===== src/hw/rtl/masked_window_average_blur_unit_defines.svh =====
// Assertion macros shared by the blur unit RTL.
`ifndef MASKED_WINDOW_AVERAGE_BLUR_UNIT_DEFINES_SVH
`define MASKED_WINDOW_AVERAGE_BLUR_UNIT_DEFINES_SVH

// Same-cycle implication, sampled on the rising clock, off while reset is high.
`define MWAB_ASSERT_IMPL(lbl, ante, cons, msg) \
   lbl: assert property (@(posedge clock) disable iff (reset) (ante) |-> (cons)) \
      else $error(msg);

// Next-cycle implication, sampled on the rising clock, off while reset is high.
`define MWAB_ASSERT_NEXT(lbl, ante, cons, msg) \
   lbl: assert property (@(posedge clock) disable iff (reset) (ante) |=> (cons)) \
      else $error(msg);

`endif


===== src/hw/rtl/mwab_pkg.sv =====
// Shared constants and types of the masked window average blur unit.
package mwab_pkg;

   localparam int MAX_WIDTH     = 256;
   localparam int MAX_HEIGHT    = 256;
   localparam int WINDOW_RADIUS = 20;

   localparam int COL_W  = $clog2(MAX_WIDTH);
   localparam int ROW_W  = $clog2(MAX_HEIGHT);
   localparam int ADDR_W = COL_W + ROW_W;
   localparam int CFG_W  = 9;
   localparam int CH_W   = 8;
   localparam int PIX_W  = 3 * CH_W;

   localparam int WIN_SIDE = 2 * WINDOW_RADIUS + 1;
   localparam int WIN_AREA = WIN_SIDE * WIN_SIDE;
   localparam int OFS_W    = $clog2(WINDOW_RADIUS + 1) + 1;
   localparam int D2_W     = $clog2(2 * WINDOW_RADIUS * WINDOW_RADIUS + 1);
   localparam int CNT_W    = $clog2(WIN_AREA + 1);
   localparam int SUM_W    = $clog2(WIN_AREA * ((1 << CH_W) - 1) + 1);
   localparam int DIV_W    = SUM_W + 1;
   localparam int STEP_W   = $clog2(DIV_W);

   // item kinds carried on req_tuser
   localparam logic FUNC_WRITE = 1'b0;
   localparam logic FUNC_READ  = 1'b1;

   // register map of the csr_ channel
   localparam logic [1:0] REG_IMAGE_WIDTH     = 2'd0;
   localparam logic [1:0] REG_IMAGE_HEIGHT    = 2'd1;
   localparam logic [1:0] REG_INNER_RADIUS_SQ = 2'd2;

   typedef struct packed {
      logic busy;
      logic done;
   } div_status_type;

endpackage


===== src/hw/rtl/mwab_divider.sv =====
// Restoring divider, one quotient bit per cycle, shared by the three channels.
module mwab_divider import mwab_pkg::*; (
   input  logic                 clock,
   input  logic                 reset,
   input  logic                 start,
   input  logic [DIV_W-1:0]     dividend,
   input  logic [CNT_W-1:0]     divisor,
   output logic [CH_W-1:0]      quotient,
   output div_status_type       status
);

   logic [CNT_W-1:0]  rem_ff, rem_in;
   logic [DIV_W-1:0]  quo_ff, quo_in;
   logic [CNT_W-1:0]  dvs_ff, dvs_in;
   logic [STEP_W-1:0] step_ff, step_in;
   logic              busy_ff, busy_in;
   logic              done_ff, done_in;

   logic [CNT_W:0]    trial;
   logic [CNT_W:0]    diff;
   logic              fits;

   // shift the next dividend bit into the partial remainder
   assign trial = {rem_ff, quo_ff[DIV_W-1]};
   assign diff  = trial - {1'b0, dvs_ff};
   assign fits  = trial >= {1'b0, dvs_ff};

   always_comb begin
      rem_in  = rem_ff;
      quo_in  = quo_ff;
      dvs_in  = dvs_ff;
      step_in = step_ff;
      busy_in = busy_ff;
      done_in = 1'b0;
      if (busy_ff) begin
         rem_in  = fits ? diff[CNT_W-1:0] : trial[CNT_W-1:0];
         quo_in  = {quo_ff[DIV_W-2:0], fits};
         step_in = step_ff + 1'b1;
         if (step_ff == STEP_W'(DIV_W - 1)) begin
            busy_in = 1'b0;
            done_in = 1'b1;
         end
      end else if (start) begin
         rem_in  = '0;
         quo_in  = dividend;
         dvs_in  = divisor;
         step_in = '0;
         busy_in = 1'b1;
      end
   end

   always_ff @(posedge clock) begin
      if (reset) begin
         busy_ff <= 1'b0;
         done_ff <= 1'b0;
      end else begin
         busy_ff <= busy_in;
         done_ff <= done_in;
      end
      rem_ff  <= rem_in;
      quo_ff  <= quo_in;
      dvs_ff  <= dvs_in;
      step_ff <= step_in;
   end

   // mean never exceeds the channel range, so the low bits carry the result
   assign quotient    = quo_ff[CH_W-1:0];
   assign status.busy = busy_ff;
   assign status.done = done_ff;

endmodule


===== config.mk =====
export PLATFORM = sky130hd
export DESIGN_NAME = mwab_divider
export DESIGN_NICKNAME = d
export VERILOG_FILES = /design/src/hw/rtl/masked_window_average_blur_unit_defines.svh /design/src/hw/rtl/mwab_pkg.sv /design/src/hw/rtl/mwab_divider.sv
export SDC_FILE = /design/constraint.sdc
export NUM_CORES = 1
export LEC_CHECK = 0
export BUFFER_PORTS_ARGS = -buffer_cell sky130_fd_sc_hd__buf_4
export CORE_ASPECT_RATIO = 1.5
export CORE_UTILIZATION = 30
export DETAILED_ROUTE_END_ITERATION = 16
export PLACE_DENSITY_LB_ADDON = 0.12
export REMOVE_ABC_BUFFERS = 1
export SLEW_MARGIN = 20
export SYNTH_ARGS = -nofsm -noshare
export SYNTH_HDL_FRONTEND = slang
export SYNTH_SLANG_ARGS = --single-unit

===== constraint.sdc =====
create_clock -name clock -period 5.55 [get_ports clock]
set_input_delay 0.2775 -clock clock [delete_from_list [all_inputs] [get_ports clock]]
set_output_delay 0.2775 -clock clock [all_outputs]
set_load 0.05 [all_outputs]

==> run metrics <==
outcome finished clean; maximum clock path buffer count 2; Synth Instances 199; Synth cell types 37; fmax 355.7 MHz; first-pass GRT wire length 7900 microns; Setup crit start kind flop; Die H 115.2 microns; drt total wl 4804 microns; Via density 4.559; Clock Skews 0.005333 ns; CTS clk-pin slew, worst paths 0.06 ns; WP data arrival 2.92 ns; Initial DRC Count 42; min-delay worst type input pin to flop; Yosys warning count 0; PwrDens 331.9 nW/um^2; dpl hpwl 3511 microns; Placed Cells incl. Taps 334; period utilisation layout 50.66%; Total GRT Usage 11.76%; sequential-to-total area share from yosys stat 56.61%; WP buf/inv 0; Finished Layout Cells 340; H-tree depth 2; die area 8927 sq um; vias post-DR 1550; Yosys reg bits 49; IO Port Bufs 43; post_cts resized 0; commonest non-fill, non-tap cell in the layout edfxtp_1; worst slew pin tran 0.8583 ns; final setup fails 0; min Tclk post-route 2.811 ns; drt first pass iters 4; Top Family by Delay on Critical Path compound AO/OA/AOI/OAI gates; Final Hold Fails 0; Ports 44; number of core rows 40; total core area 8158 sq um; Initial Util 31.43%; Mean Syn Cell Area 12.88 sq um; initial antenna violation count 0; # fillers 810; vias in the first global route 1649; Post-Syn Area 2564 sq um; Setup CP Type flop to flop; Num CTS Buffers 5; slowest CP cell a211o_1; CTS Sinks 49; Required @ worst endpoint 5.66 ns; final net count 283; Worst Path Max Fanout 13; Root Driver clkbuf_16; crit path cell chain ha_1 > fa_1 > nand2b_1 > a21oi_2 > o21ai_2 > a211o_1 > or2_4 > o31ai_1; die width 77.48 microns; largest net degree at the start of global routing 38; Routed Antenna Nets 0; Critical Path Sink Type flop; Synth Flop Type edfxtp_1; area delta synth->final 19.42%; unrepaired setup endpoints after global routing false; Static Leak 1.265 nW; Post-CTS Setup Repair Bufs 0; Wirelength per Cell 14.13 microns; drt drc 0; Peak VDD IR 0.2027 mV; Ant. Diodes 0; Max-cap violations 0; Hold Buf Count CTS 0; Routability Congestion 0.6676; total grt overflow 0; ys async rst share 0%; Clk Latency, worst-skew pair 0.29 ns; share of cells above drive strength 1 31.91%; most frequent cells in the layout edfxtp_1, buf_4, mux2_2, nor2_1, inv_1; crit-path max cell delay 0.49 ns; CTS tree done; Post-synth EDFFs 47; Max Slew Vio Count 0; max_slew headroom 42.78%; setup_tns 0 ns
==> worst register-to-register path, stage by stage (launching register included) <==
cell	delay [ns]
edfxtp_1	0.38
ha_1	0.22
fa_1	0.41
nand2b_1	0.20
a21oi_2	0.23
o21ai_2	0.11
a211o_1	0.49
or2_4	0.34
o31ai_1	0.26
==> area by class of cell <==
cell class                      count  area, sq um  share of cell area, %
Multi-Input combinational cell    120        954.7                  31.18
Tap cell                          105        131.4                  4.291
Sequential cell                    49         1451                  47.40
Timing Repair Buffer               45        337.8                  11.03
Inverter                           15        56.30                  1.839
Clock buffer                        5        125.1                  4.087
Clock inverter                      1        5.005                 0.1635
==> registers in the layout (all words and copies together) (netlist names) <==
| name | count |
|---|---|
| busy_ff | 1 |
| dvs_ff | 11 |
| done_ff | 1 |
| step_ff | 5 |
| rem_ff | 11 |
| quo_ff | 20 |
==> routing by layer <==
metal	GRT usage (%)	wire length [microns]
met1	13.33	2098
met2	20.83	2406
met3	2.857	210
met4	5.283	89
met5	0	0
==> synthesized netlist by cell type (all sizes together), types with 5 or more instances <==
cell type,n,area share [%]
buf,11,3.4
edfxtp,47,55
ha,12,5.9
inv,15,2.2
mux2,19,8.3
mux2i,7,2.7
nand3,5,0.98
nor2,16,2.3
o21ai,8,1.7
xnor2,7,2.4
==> metrics by stage <==
step                      power [mW]  worst slack [ns]  hold WS [ns]  utilization (%)  area [sq um]
after floorplan               0.6644             3.075        0.3499                -          2462
after global placement        0.7448             2.736        0.4475            35.94          2932
after detailed placement      0.7403             2.770        0.4486            35.94          2932
after CTS                      1.035             2.722        0.1453            37.53          3062
after global routing           1.072             2.551        0.1506            37.53          3062
final                          1.016             2.739        0.1513            37.53          3062
==> kinds of logic (layout without fill, tap and decap cells) <==
family	Yosys count	after routing	share of synthesized area [%]
flops	49	49	56.61
simple gates	43	43	8.345
xor+xnor	9	9	3.075
compound gates	29	29	8.102
fa+ha+maj	13	13	6.637
mux	26	26	11.08
buf+inv	30	66	6.149
==> path summary, 6_finish.rpt <==
kind	slack, ns	end	cells after the start	start
worst max-delay path	2.74	rem_ff[9]$_SDFFCE_PN0P_	8	dvs_ff[0]$_DFFE_PP_
worst min register to register	0.54	quo_ff[19]$_DFFE_PP_	1	quo_ff[18]$_DFFE_PP_
worst max register to register	2.74	rem_ff[9]$_SDFFCE_PN0P_	8	dvs_ff[0]$_DFFE_PP_
worst min-delay path	0.15	done_ff$_SDFF_PP0_	2	reset
==> power breakdown <==
| group | switching (mW) | total, mW | internal [mW] |
|---|---|---|---|
| clock | 0.125 | 0.286 | 0.161 |
| combinational | 0.141 | 0.256 | 0.115 |
| sequential | 0.0189 | 0.474 | 0.455 |
| total | 0.285 | 1.02 | 0.732 |
No activity file was read; power rests on OpenSTA's default activity.
